==> config.mk <==
export PLATFORM = sky130hd
export DESIGN_NAME = rpn_stack_calculator_unit
export DESIGN_NICKNAME = d
export VERILOG_FILES = /design/src/hw/rtl/rsc_pkg.sv /design/src/hw/rtl/rpn_stack_calculator_unit.sv /design/src/hw/rtl/rsc_stack.sv /design/src/hw/rtl/rsc_alu.sv
export SDC_FILE = /design/constraint.sdc
export NUM_CORES = 2
export LEC_CHECK = 0
export BUFFER_PORTS_ARGS = -buffer_cell sky130_fd_sc_hd__buf_2
export CORE_MARGIN = 3
export CORE_UTILIZATION = 45
export CTS_BUF_LIST = sky130_fd_sc_hd__clkbuf_4
export DETAILED_ROUTE_END_ITERATION = 10
export PLACE_DENSITY_LB_ADDON = 0.1
export SYNTH_ARGS = -nofsm -noshare
export SYNTH_HDL_FRONTEND = slang
export SYNTH_SLANG_ARGS = --single-unit
==> constraint.sdc <==
create_clock -name clk_i -period 9.4 [get_ports clk_i]
set_input_delay 2.35 -clock clk_i [delete_from_list [all_inputs] [get_ports clk_i]]
set_output_delay 2.35 -clock clk_i [all_outputs]
set_load 0.05 [all_outputs]
==> src/hw/rtl/rsc_pkg.sv <==
// ----------------------------------------------------------------------------
// rsc_pkg
// Shared types, constants and helpers of the RPN stack calculator.
// ----------------------------------------------------------------------------
package rsc_pkg;

  localparam int STACK_DEPTH = 16;
  localparam int WORD_BITS   = 48;
  localparam int FRAC_BITS   = 16;

  localparam int CNT_BITS  = $clog2(STACK_DEPTH + 1);
  localparam int IDX_BITS  = (STACK_DEPTH > 1) ? $clog2(STACK_DEPTH) : 1;
  localparam int NUM_BITS  = WORD_BITS + FRAC_BITS;
  localparam int STEP_BITS = $clog2(NUM_BITS + 1);

  localparam logic [WORD_BITS-1:0] WORD_MAX = {1'b0, {(WORD_BITS-1){1'b1}}};
  localparam logic [WORD_BITS-1:0] WORD_MIN = {1'b1, {(WORD_BITS-1){1'b0}}};

  typedef enum logic [2:0] {
    CMD_PUSH   = 3'd0,
    CMD_ADD    = 3'd1,
    CMD_SUB    = 3'd2,
    CMD_MUL    = 3'd3,
    CMD_DIV    = 3'd4,
    CMD_FINISH = 3'd5
  } cmd_e;

  typedef enum logic [2:0] {
    STS_OK    = 3'd0,
    STS_FEW   = 3'd1,
    STS_DIV0  = 3'd2,
    STS_COUNT = 3'd3,
    STS_OVF   = 3'd4
  } status_e;

  typedef enum logic [1:0] {
    ST_IDLE,
    ST_DECODE,
    ST_CALC,
    ST_COMMIT
  } ctrl_state_e;

  typedef enum logic [1:0] {
    AS_IDLE,
    AS_RUN,
    AS_DONE
  } alu_state_e;

  typedef struct packed {
    logic [2:0]                  command;
    logic signed [WORD_BITS-1:0] operand_value;
  } in_beat_t;

  typedef struct packed {
    logic [2:0]                  status;
    logic signed [WORD_BITS-1:0] result_value;
    logic [CNT_BITS-1:0]         stack_count;
    logic                        is_final;
  } out_beat_t;

  typedef struct packed {
    logic start;
    cmd_e op;
  } alu_req_t;

  // saturate a magnitude with sign; hi_nz flags bits above the word
  function automatic logic [WORD_BITS-1:0] sat_mag(input logic neg, input logic hi_nz,
                                                   input logic [WORD_BITS-1:0] lo);
    logic [WORD_BITS-1:0] r;
    if (neg) begin
      if (hi_nz || (lo[WORD_BITS-1] && (|lo[WORD_BITS-2:0]))) begin
        r = WORD_MIN;
      end else begin
        r = {WORD_BITS{1'b0}} - lo;
      end
    end else begin
      if (hi_nz || lo[WORD_BITS-1]) begin
        r = WORD_MAX;
      end else begin
        r = lo;
      end
    end
    return r;
  endfunction

endpackage

==> src/hw/rtl/rpn_stack_calculator_unit.sv <==
// ----------------------------------------------------------------------------
// rpn_stack_calculator_unit
// Reverse Polish evaluator on a bounded stack of signed Q31.16 words.
// ----------------------------------------------------------------------------
// Input channel (in_valid_i/in_ready_o/in_data_i): one beat per command:
// push, add, subtract, multiply, divide or finish. Output channel
// (out_valid_o/out_ready_i/out_data_o): exactly one beat per command with
// status, top of stack (or final answer), entry count and a finish flag.
// Push, finish, errors and unused codes skip the arithmetic unit; add,
// subtract, multiply and divide run through the bit-serial arithmetic unit,
// which handles one bit per cycle (48 word bits, 64 dividend bits for
// divide). One command is in flight at a time; the next is accepted in the
// cycle after the result is loaded into the output register.
// A stalled output holds its beat; the next command is still accepted and
// worked on, and waits before commit until the output register is free.
// Reset empties the stack and clears the sticky error; stack contents are
// not cleared and need no clearing pass.
// ----------------------------------------------------------------------------
module rpn_stack_calculator_unit (
  input  logic                clk_i,
  input  logic                rst_ni,
  input  logic                in_valid_i,
  output logic                in_ready_o,
  input  rsc_pkg::in_beat_t   in_data_i,
  output logic                out_valid_o,
  input  logic                out_ready_i,
  output rsc_pkg::out_beat_t  out_data_o
);

  localparam int W  = rsc_pkg::WORD_BITS;
  localparam int CW = rsc_pkg::CNT_BITS;
  localparam int IW = rsc_pkg::IDX_BITS;

  rsc_pkg::ctrl_state_e state_q, state_d;
  rsc_pkg::status_e     err_q, err_d;
  logic [CW-1:0]        sp_q, sp_d;
  logic [W-1:0]         top_q, top_d;
  rsc_pkg::cmd_e        cmd_q;
  logic [W-1:0]         val_q;
  logic [W-1:0]         res_q;
  logic                 out_valid_q;
  rsc_pkg::out_beat_t   out_q, out_d;

  rsc_pkg::alu_req_t alu_req;
  logic              alu_done;
  logic [W-1:0]      alu_result;
  logic [W-1:0]      nos;
  logic [CW-1:0]     sp_m2;
  logic              is_arith;
  logic              top_zero;
  logic              arith_go;
  logic              commit;
  logic              mem_we;
  logic [IW-1:0]     mem_waddr;
  logic [W-1:0]      mem_wdata;
  rsc_pkg::status_e  fin_status;

  assign sp_m2    = sp_q - CW'(2);
  assign is_arith = (cmd_q inside {rsc_pkg::CMD_ADD, rsc_pkg::CMD_SUB,
                                   rsc_pkg::CMD_MUL, rsc_pkg::CMD_DIV});
  assign top_zero = (top_q == {W{1'b0}});
  assign arith_go = (err_q == rsc_pkg::STS_OK) && is_arith && (sp_q >= CW'(2)) &&
                    !((cmd_q == rsc_pkg::CMD_DIV) && top_zero);

  rsc_stack u_stack (
    .clk_i   (clk_i),
    .we_i    (mem_we),
    .waddr_i (mem_waddr),
    .wdata_i (mem_wdata),
    .raddr_i (sp_m2[IW-1:0]),
    .rdata_o (nos)
  );

  rsc_alu u_alu (
    .clk_i    (clk_i),
    .rst_ni   (rst_ni),
    .req_i    (alu_req),
    .a_i      (nos),
    .b_i      (top_q),
    .done_o   (alu_done),
    .result_o (alu_result)
  );

  always_ff @(posedge clk_i or negedge rst_ni) begin
    if (!rst_ni) begin
      state_q     <= rsc_pkg::ST_IDLE;
      err_q       <= rsc_pkg::STS_OK;
      sp_q        <= '0;
      out_valid_q <= 1'b0;
    end else begin
      state_q <= state_d;
      if (commit) begin
        err_q       <= err_d;
        sp_q        <= sp_d;
        out_valid_q <= 1'b1;
      end else if (out_ready_i) begin
        out_valid_q <= 1'b0;
      end
    end
  end

  always_ff @(posedge clk_i) begin
    if (in_valid_i && in_ready_o) begin
      cmd_q <= rsc_pkg::cmd_e'(in_data_i.command);
      val_q <= in_data_i.operand_value;
    end
    if (alu_done) begin
      res_q <= alu_result;
    end
    if (commit) begin
      top_q <= top_d;
      out_q <= out_d;
    end
  end

  always_comb begin
    state_d    = state_q;
    in_ready_o = 1'b0;
    alu_req    = '{start: 1'b0, op: cmd_q};
    commit     = 1'b0;
    case (state_q)
      rsc_pkg::ST_IDLE: begin
        in_ready_o = 1'b1;
        if (in_valid_i) begin
          state_d = rsc_pkg::ST_DECODE;
        end
      end
      rsc_pkg::ST_DECODE: begin
        if (arith_go) begin
          alu_req.start = 1'b1;
          state_d       = rsc_pkg::ST_CALC;
        end else begin
          state_d = rsc_pkg::ST_COMMIT;
        end
      end
      rsc_pkg::ST_CALC: begin
        if (alu_done) begin
          state_d = rsc_pkg::ST_COMMIT;
        end
      end
      rsc_pkg::ST_COMMIT: begin
        if (!out_valid_q || out_ready_i) begin
          commit  = 1'b1;
          state_d = rsc_pkg::ST_IDLE;
        end
      end
      default: begin
        state_d = rsc_pkg::ST_IDLE;
      end
    endcase
  end

  always_comb begin
    err_d      = err_q;
    sp_d       = sp_q;
    top_d      = top_q;
    mem_we     = 1'b0;
    mem_waddr  = sp_q[IW-1:0];
    mem_wdata  = val_q;
    fin_status = rsc_pkg::STS_OK;
    out_d      = '0;
    if (cmd_q == rsc_pkg::CMD_FINISH) begin
      if (err_q != rsc_pkg::STS_OK) begin
        fin_status = err_q;
      end else if (sp_q != CW'(1)) begin
        fin_status = rsc_pkg::STS_COUNT;
      end
      err_d              = rsc_pkg::STS_OK;
      sp_d               = '0;
      out_d.status       = fin_status;
      out_d.result_value = (fin_status == rsc_pkg::STS_OK) ? top_q : {W{1'b0}};
      out_d.stack_count  = '0;
      out_d.is_final     = 1'b1;
    end else begin
      if (err_q == rsc_pkg::STS_OK) begin
        case (cmd_q)
          rsc_pkg::CMD_PUSH: begin
            if (sp_q >= CW'(rsc_pkg::STACK_DEPTH)) begin
              err_d = rsc_pkg::STS_OVF;
            end else begin
              mem_we = commit;
              sp_d   = sp_q + CW'(1);
              top_d  = val_q;
            end
          end
          rsc_pkg::CMD_ADD, rsc_pkg::CMD_SUB, rsc_pkg::CMD_MUL, rsc_pkg::CMD_DIV: begin
            if (sp_q < CW'(2)) begin
              err_d = rsc_pkg::STS_FEW;
            end else if ((cmd_q == rsc_pkg::CMD_DIV) && top_zero) begin
              err_d = rsc_pkg::STS_DIV0;
            end else begin
              mem_we    = commit;
              mem_waddr = sp_m2[IW-1:0];
              mem_wdata = res_q;
              sp_d      = sp_q - CW'(1);
              top_d     = res_q;
            end
          end
          default: begin
          end
        endcase
      end
      out_d.status       = err_d;
      out_d.result_value = (sp_d != '0) ? top_d : {W{1'b0}};
      out_d.stack_count  = sp_d;
      out_d.is_final     = 1'b0;
    end
  end

  assign out_valid_o = out_valid_q;
  assign out_data_o  = out_q;

endmodule

==> src/hw/rtl/rsc_stack.sv <==
// ----------------------------------------------------------------------------
// rsc_stack
// Operand stack storage: one write port, one registered read port.
// ----------------------------------------------------------------------------
module rsc_stack (
  input  logic                          clk_i,
  input  logic                          we_i,
  input  logic [rsc_pkg::IDX_BITS-1:0]  waddr_i,
  input  logic [rsc_pkg::WORD_BITS-1:0] wdata_i,
  input  logic [rsc_pkg::IDX_BITS-1:0]  raddr_i,
  output logic [rsc_pkg::WORD_BITS-1:0] rdata_o
);

  logic [rsc_pkg::WORD_BITS-1:0] mem_q [rsc_pkg::STACK_DEPTH];
  logic [rsc_pkg::WORD_BITS-1:0] rdata_q;

  always_ff @(posedge clk_i) begin
    if (we_i) begin
      mem_q[waddr_i] <= wdata_i;
    end
  end

  always_ff @(posedge clk_i) begin
    rdata_q <= mem_q[raddr_i];
  end

  assign rdata_o = rdata_q;

endmodule

==> src/hw/rtl/rsc_alu.sv <==
// ----------------------------------------------------------------------------
// rsc_alu
// Bit-serial arithmetic: ripple add/subtract, shift-add multiply and
// restoring divide, one bit per cycle, with saturation at the end.
// ----------------------------------------------------------------------------
module rsc_alu (
  input  logic                          clk_i,
  input  logic                          rst_ni,
  input  rsc_pkg::alu_req_t             req_i,
  input  logic [rsc_pkg::WORD_BITS-1:0] a_i,
  input  logic [rsc_pkg::WORD_BITS-1:0] b_i,
  output logic                          done_o,
  output logic [rsc_pkg::WORD_BITS-1:0] result_o
);

  localparam int W  = rsc_pkg::WORD_BITS;
  localparam int F  = rsc_pkg::FRAC_BITS;
  localparam int NW = rsc_pkg::NUM_BITS;
  localparam int SW = rsc_pkg::STEP_BITS;

  rsc_pkg::alu_state_e state_q, state_d;
  rsc_pkg::cmd_e       op_q, op_d;
  logic [SW-1:0]       cnt_q, cnt_d;
  logic [NW-1:0]       x_q, x_d;
  logic [W-1:0]        acc_q, acc_d;
  logic [W-1:0]        mag_q, mag_d;
  logic                carry_q, carry_d;
  logic                neg_q, neg_d;
  logic                nbe_q, nbe_d;

  logic [W-1:0]   ma, mb;
  logic [1:0]     bit_sum;
  logic [W:0]     mul_sum;
  logic [W:0]     div_rs;
  logic [W+1:0]   div_diff;
  logic           div_ge;
  logic [2*W-1:0] prod;
  logic [NW:0]    quo;
  logic           add_ovf;

  assign ma       = a_i[W-1] ? ({W{1'b0}} - a_i) : a_i;
  assign mb       = b_i[W-1] ? ({W{1'b0}} - b_i) : b_i;
  assign bit_sum  = {1'b0, x_q[0]} + {1'b0, mag_q[0]} + {1'b0, carry_q};
  assign mul_sum  = {1'b0, acc_q} + (x_q[0] ? {1'b0, mag_q} : {(W+1){1'b0}});
  assign div_rs   = {acc_q, x_q[NW-1]};
  assign div_diff = {1'b0, div_rs} - {2'b00, mag_q};
  assign div_ge   = ~div_diff[W+1];
  assign prod     = {acc_q, x_q[W-1:0]};
  assign quo      = {1'b0, x_q};
  assign add_ovf  = (neg_q == nbe_q) && (acc_q[W-1] != neg_q);

  always_ff @(posedge clk_i or negedge rst_ni) begin
    if (!rst_ni) begin
      state_q <= rsc_pkg::AS_IDLE;
    end else begin
      state_q <= state_d;
    end
  end

  always_ff @(posedge clk_i) begin
    op_q    <= op_d;
    cnt_q   <= cnt_d;
    x_q     <= x_d;
    acc_q   <= acc_d;
    mag_q   <= mag_d;
    carry_q <= carry_d;
    neg_q   <= neg_d;
    nbe_q   <= nbe_d;
  end

  always_comb begin
    state_d  = state_q;
    op_d     = op_q;
    cnt_d    = cnt_q;
    x_d      = x_q;
    acc_d    = acc_q;
    mag_d    = mag_q;
    carry_d  = carry_q;
    neg_d    = neg_q;
    nbe_d    = nbe_q;
    done_o   = 1'b0;
    result_o = acc_q;
    case (state_q)
      rsc_pkg::AS_IDLE: begin
        if (req_i.start) begin
          state_d = rsc_pkg::AS_RUN;
          op_d    = req_i.op;
          acc_d   = {W{1'b0}};
          carry_d = 1'b0;
          neg_d   = a_i[W-1] ^ b_i[W-1];
          nbe_d   = b_i[W-1];
          cnt_d   = SW'(W);
          case (req_i.op)
            rsc_pkg::CMD_ADD: begin
              x_d   = NW'(a_i);
              mag_d = b_i;
              neg_d = a_i[W-1];
            end
            rsc_pkg::CMD_SUB: begin
              x_d     = NW'(a_i);
              mag_d   = ~b_i;
              carry_d = 1'b1;
              neg_d   = a_i[W-1];
              nbe_d   = ~b_i[W-1];
            end
            rsc_pkg::CMD_MUL: begin
              x_d   = NW'(mb);
              mag_d = ma;
            end
            default: begin
              x_d   = NW'(ma) << F;
              mag_d = mb;
              cnt_d = SW'(NW);
            end
          endcase
        end
      end
      rsc_pkg::AS_RUN: begin
        cnt_d = cnt_q - SW'(1);
        if (cnt_q == SW'(1)) begin
          state_d = rsc_pkg::AS_DONE;
        end
        case (op_q)
          rsc_pkg::CMD_ADD, rsc_pkg::CMD_SUB: begin
            acc_d   = {bit_sum[0], acc_q[W-1:1]};
            carry_d = bit_sum[1];
            x_d     = x_q >> 1;
            mag_d   = mag_q >> 1;
          end
          rsc_pkg::CMD_MUL: begin
            acc_d = mul_sum[W:1];
            x_d   = NW'({mul_sum[0], x_q[W-1:1]});
          end
          default: begin
            acc_d = div_ge ? div_diff[W-1:0] : div_rs[W-1:0];
            x_d   = {x_q[NW-2:0], div_ge};
          end
        endcase
      end
      rsc_pkg::AS_DONE: begin
        done_o  = 1'b1;
        state_d = rsc_pkg::AS_IDLE;
        case (op_q)
          rsc_pkg::CMD_ADD, rsc_pkg::CMD_SUB: begin
            if (add_ovf) begin
              result_o = neg_q ? rsc_pkg::WORD_MIN : rsc_pkg::WORD_MAX;
            end else begin
              result_o = acc_q;
            end
          end
          rsc_pkg::CMD_MUL: begin
            result_o = rsc_pkg::sat_mag(neg_q, |prod[2*W-1:W+F], prod[W+F-1:F]);
          end
          default: begin
            result_o = rsc_pkg::sat_mag(neg_q, |quo[NW:W], x_q[W-1:0]);
          end
        endcase
      end
      default: begin
        state_d = rsc_pkg::AS_IDLE;
      end
    endcase
  end

endmodule
==> flow_summary.toml <==
[placement]
dpl.hpwl_um = 140000
port_buffers = 113
placed_area_mm2 = 0.0632
place.gp.congestion = 0.992

[clock_tree]
clock_path_buffers = 4
htreeDepth = 5
cts_resized = 0
cts.root.buffer_cell = "clkbuf_4"
clkTransAtPathRegs_ns = 0.07
tritoncts = "yes"
numClockSinks = 1206
cts_buffers = 333
worstSkewPairLatency_ns = 1.29
cts_hold_buffers = 0
post_cts_buffers = 0

[worst_setup_path]
critical_path_arrival_ns = 6.57
cp.required_ns = 10.27
end_kind = "flip-flop"
path_class = "reg -> reg"
critPathLaunchType = "flip-flop"
crit_fanout = 33

[finish]
layout_commonest_cell = "edfxtp_1"
drive_above_1_share_pct = 20.0
area_growth_pct = 10.2
final_cell_mix = "edfxtp_1 (1145), nand2_1 (539), clkbuf_4 (463), nor2_1 (305), a21oi_1 (285)"
final_nets = 5166
final_area_mm2 = 0.0672
regArea_mm2 = 0.0357
multi_input_comb_area_mm2 = 0.0237
n_fill_cell = 11900

[grt]
grt-ovfl-total = 0
grt_pass1_wl_um = 295000
grt_pass1_vias = 42500
antenna_found_initial = 16
grt_max_degree = 111
grt_usage_pct = 28.5

[detailed_routing]
post_drt_wl_per_cell_um = 29.0
met2_length_um = 89900
ant_nets = 0
drt-total-wl_um = 203000
wl_met3_um = 17900
vias = 44400
route.top_layer_used = "met5"
dr.pass1.iters = 9
met1_length_um = 86900
drt_iter0_drc = 5565
vias_per_cell = 6.35
drc_errors = 0

[sta]
maxClockFrequency_mhz = 176
tightest_slew_ns = 1.27
fin_crit_sh_pct = 60.6
slew_headroom_pct = 15.0
rsz0062_at_grt = "false"
fin_skew_ns = 0.103
tns_ns = 0
finalCriticalPeriod_ns = 5.69
report.final.setup_viol = 0
drv_slew = 0
hold_violations = 0

[yosys]
synth_edf_count = 1145
ys.warnings.count = 0
postSynthNetCount = 5001
synth-seq-cells = 1206
yosysTopAreaCellShare_pct = 56.4
syn_area_mm2 = 0.0609
synth_top_area_cell = "edfxtp_1"
syn_inst = 4829
ys.flop_type = "edfxtp_1"
synth_cell_types = 80
synthTopCellsByArea = "edfxtp_1 (56%), mux4_2 (8.9%), nand2_1 (3.3%), a21oi_1 (2.3%), ha_1 (2.3%)"
synth_seq_area_share_pct = 58.5
async_flop_share_pct = 1.08
syn_area_per_cell_um2 = 12.6

[power_and_ir_drop]
clkPwrFrac_pct = 20.2
p_leak_nw = 23.2
ir_drop_v = 0.000309
switching_share_pct = 41.8
p_int_mw = 12.9
p_per_area_mw_per_mm2 = 331
p_total_mw = 22.2
power.switching_mw = 9.29
pwr-share-seq_pct = 37.9
comb_power_share_pct = 41.9

[min_path]
worstHoldPathType = "reg -> reg"

[outcome]
outcome = "complete, no violations"

[floorplanning]
dieArea_mm2 = 0.140
core-area_mm2 = 0.134
io_pins = 114
fp.dieH_um = 374
num_rows = 134
start_util_pct = 45.5
die_w_um = 374

[flow_run]
cap_violations = 0
[per-stage QoR]
| step | worst slack (ns) | hold WS (ns) | cells | utilization (%) |
|---|---|---|---|---|
| global placement | 3.87 | 0.530 | 6427 | 47.2 |
| finish | 3.71 | 0.554 | 6993 | 50.1 |
| detailed placement | 3.76 | 0.535 | 6427 | 47.2 |
| global route | 3.39 | 0.602 | 6990 | 50.1 |
| floorplan | 2.38 | 0.424 | 4829 | - |
| CTS | 3.70 | 0.556 | 6981 | 50.1 |
[power by group through the flow]
stage               sequential, mW  clock [mW]  combinational (mW)
finish                        8.42        4.49                9.30
global route                  8.47        4.93                9.95
CTS                           8.37        4.62                9.19
detailed placement            8.48           0                9.15
global placement              8.47           0                9.11
floorplan                     8.12           0                6.23
[cell families after synthesis]
| kind of cell | count (synthesis) | synth area share, % |
|---|---|---|
| compound gates | 1239 | 13.6 |
| xor+xnor | 215 | 3.09 |
| fa+ha+maj | 117 | 2.44 |
| buf+inv | 477 | 2.97 |
| flops | 1206 | 58.5 |
| mux | 301 | 9.93 |
| simple gates | 1274 | 9.46 |
[layer usage]
layer,up-vias,global-route usage [%]
met2,2310,42.1
met5,-,0
met4,4,11.4
met3,393,5.91
met1,22300,41.4
li1,19400,-
[cell type report]
class | instances | share of cell area (%)
clock buffer | 463 | 5.18
sequential | 1206 | 53.1
timing repair buffer | 203 | 1.87
antenna | 12 | 0.0447
tap | 1768 | 3.29
clock inverter | 91 | 0.605
inverter | 104 | 0.581
multi-input combinational | 3146 | 35.3
[critical path, cell delays in order, from the launching register on]
cell and delay (ns):
edfxtp_1 0.56, or4_1 0.68, nor4_1 0.29, nand4_1 0.36
nand4bb_1 0.50, and3b_1 0.53, nor3_2 0.12, xnor2_1 0.62
nand2_1 0.44, nor2_4 0.60, buf_4 0.56
[state kept, by name, summed over array words and instances, names as in the netlist]
register / count
u_stack.mem_q: 768
res_q: 48
u_alu.x_q: 64
val_q: 48
u_alu.mag_q: 48
u_alu.cnt_q: 7
out_data_o: 57
out_valid_o: 1
sp_q: 5
u_alu.carry_q: 1
u_alu.state_q: 2
state_q: 2
err_q: 3
u_stack.rdata_o: 48
u_alu.op_q: 3
top_q: 48
u_alu.nbe_q: 1
cmd_q: 3
u_alu.neg_q: 1
u_alu.acc_q: 48
[worst paths after layout]
check / cells past startpoint / slack [ns] / from / end
setup reg to reg: 10 / 3.71 / top_q[13] / u_stack.mem_q[1][27]
hold / removal: 2 / 0.55 / out_valid_o / out_valid_o
setup / recovery: 10 / 3.71 / top_q[13] / u_stack.mem_q[1][27]
min in group asynchronous: 1 / 1.06 / rst_ni / err_q[2]
hold reg to reg: 2 / 0.55 / out_valid_o / out_valid_o
max in group asynchronous: 1 / 7.97 / rst_ni / sp_q[0]
[cell usage after synthesis, drive strengths merged, types with 18 or more instances]
library cell	count
a2111oi	19
a211oi	27
a21o	55
a21oi	287
a221oi	30
a222oi	20
a22o	76
a22oi	58
a31oi	110
and2	20
and3	46
buf	54
clkbuf	319
dfxtp	48
edfxtp	1145
ha	114
inv	100
mux2	27
mux2i	34
mux4	240
nand2	542
nand2b	21
nand3	54
nand4	38
nor2	324
nor3	70
nor4	36
o211ai	34
o21a	18
o21ai	254
o221ai	24
o22ai	25
o311ai	31
o31ai	47
or3	37
or4	19
xnor2	109
xor2	106
Power figures use the tool's default switching activity.
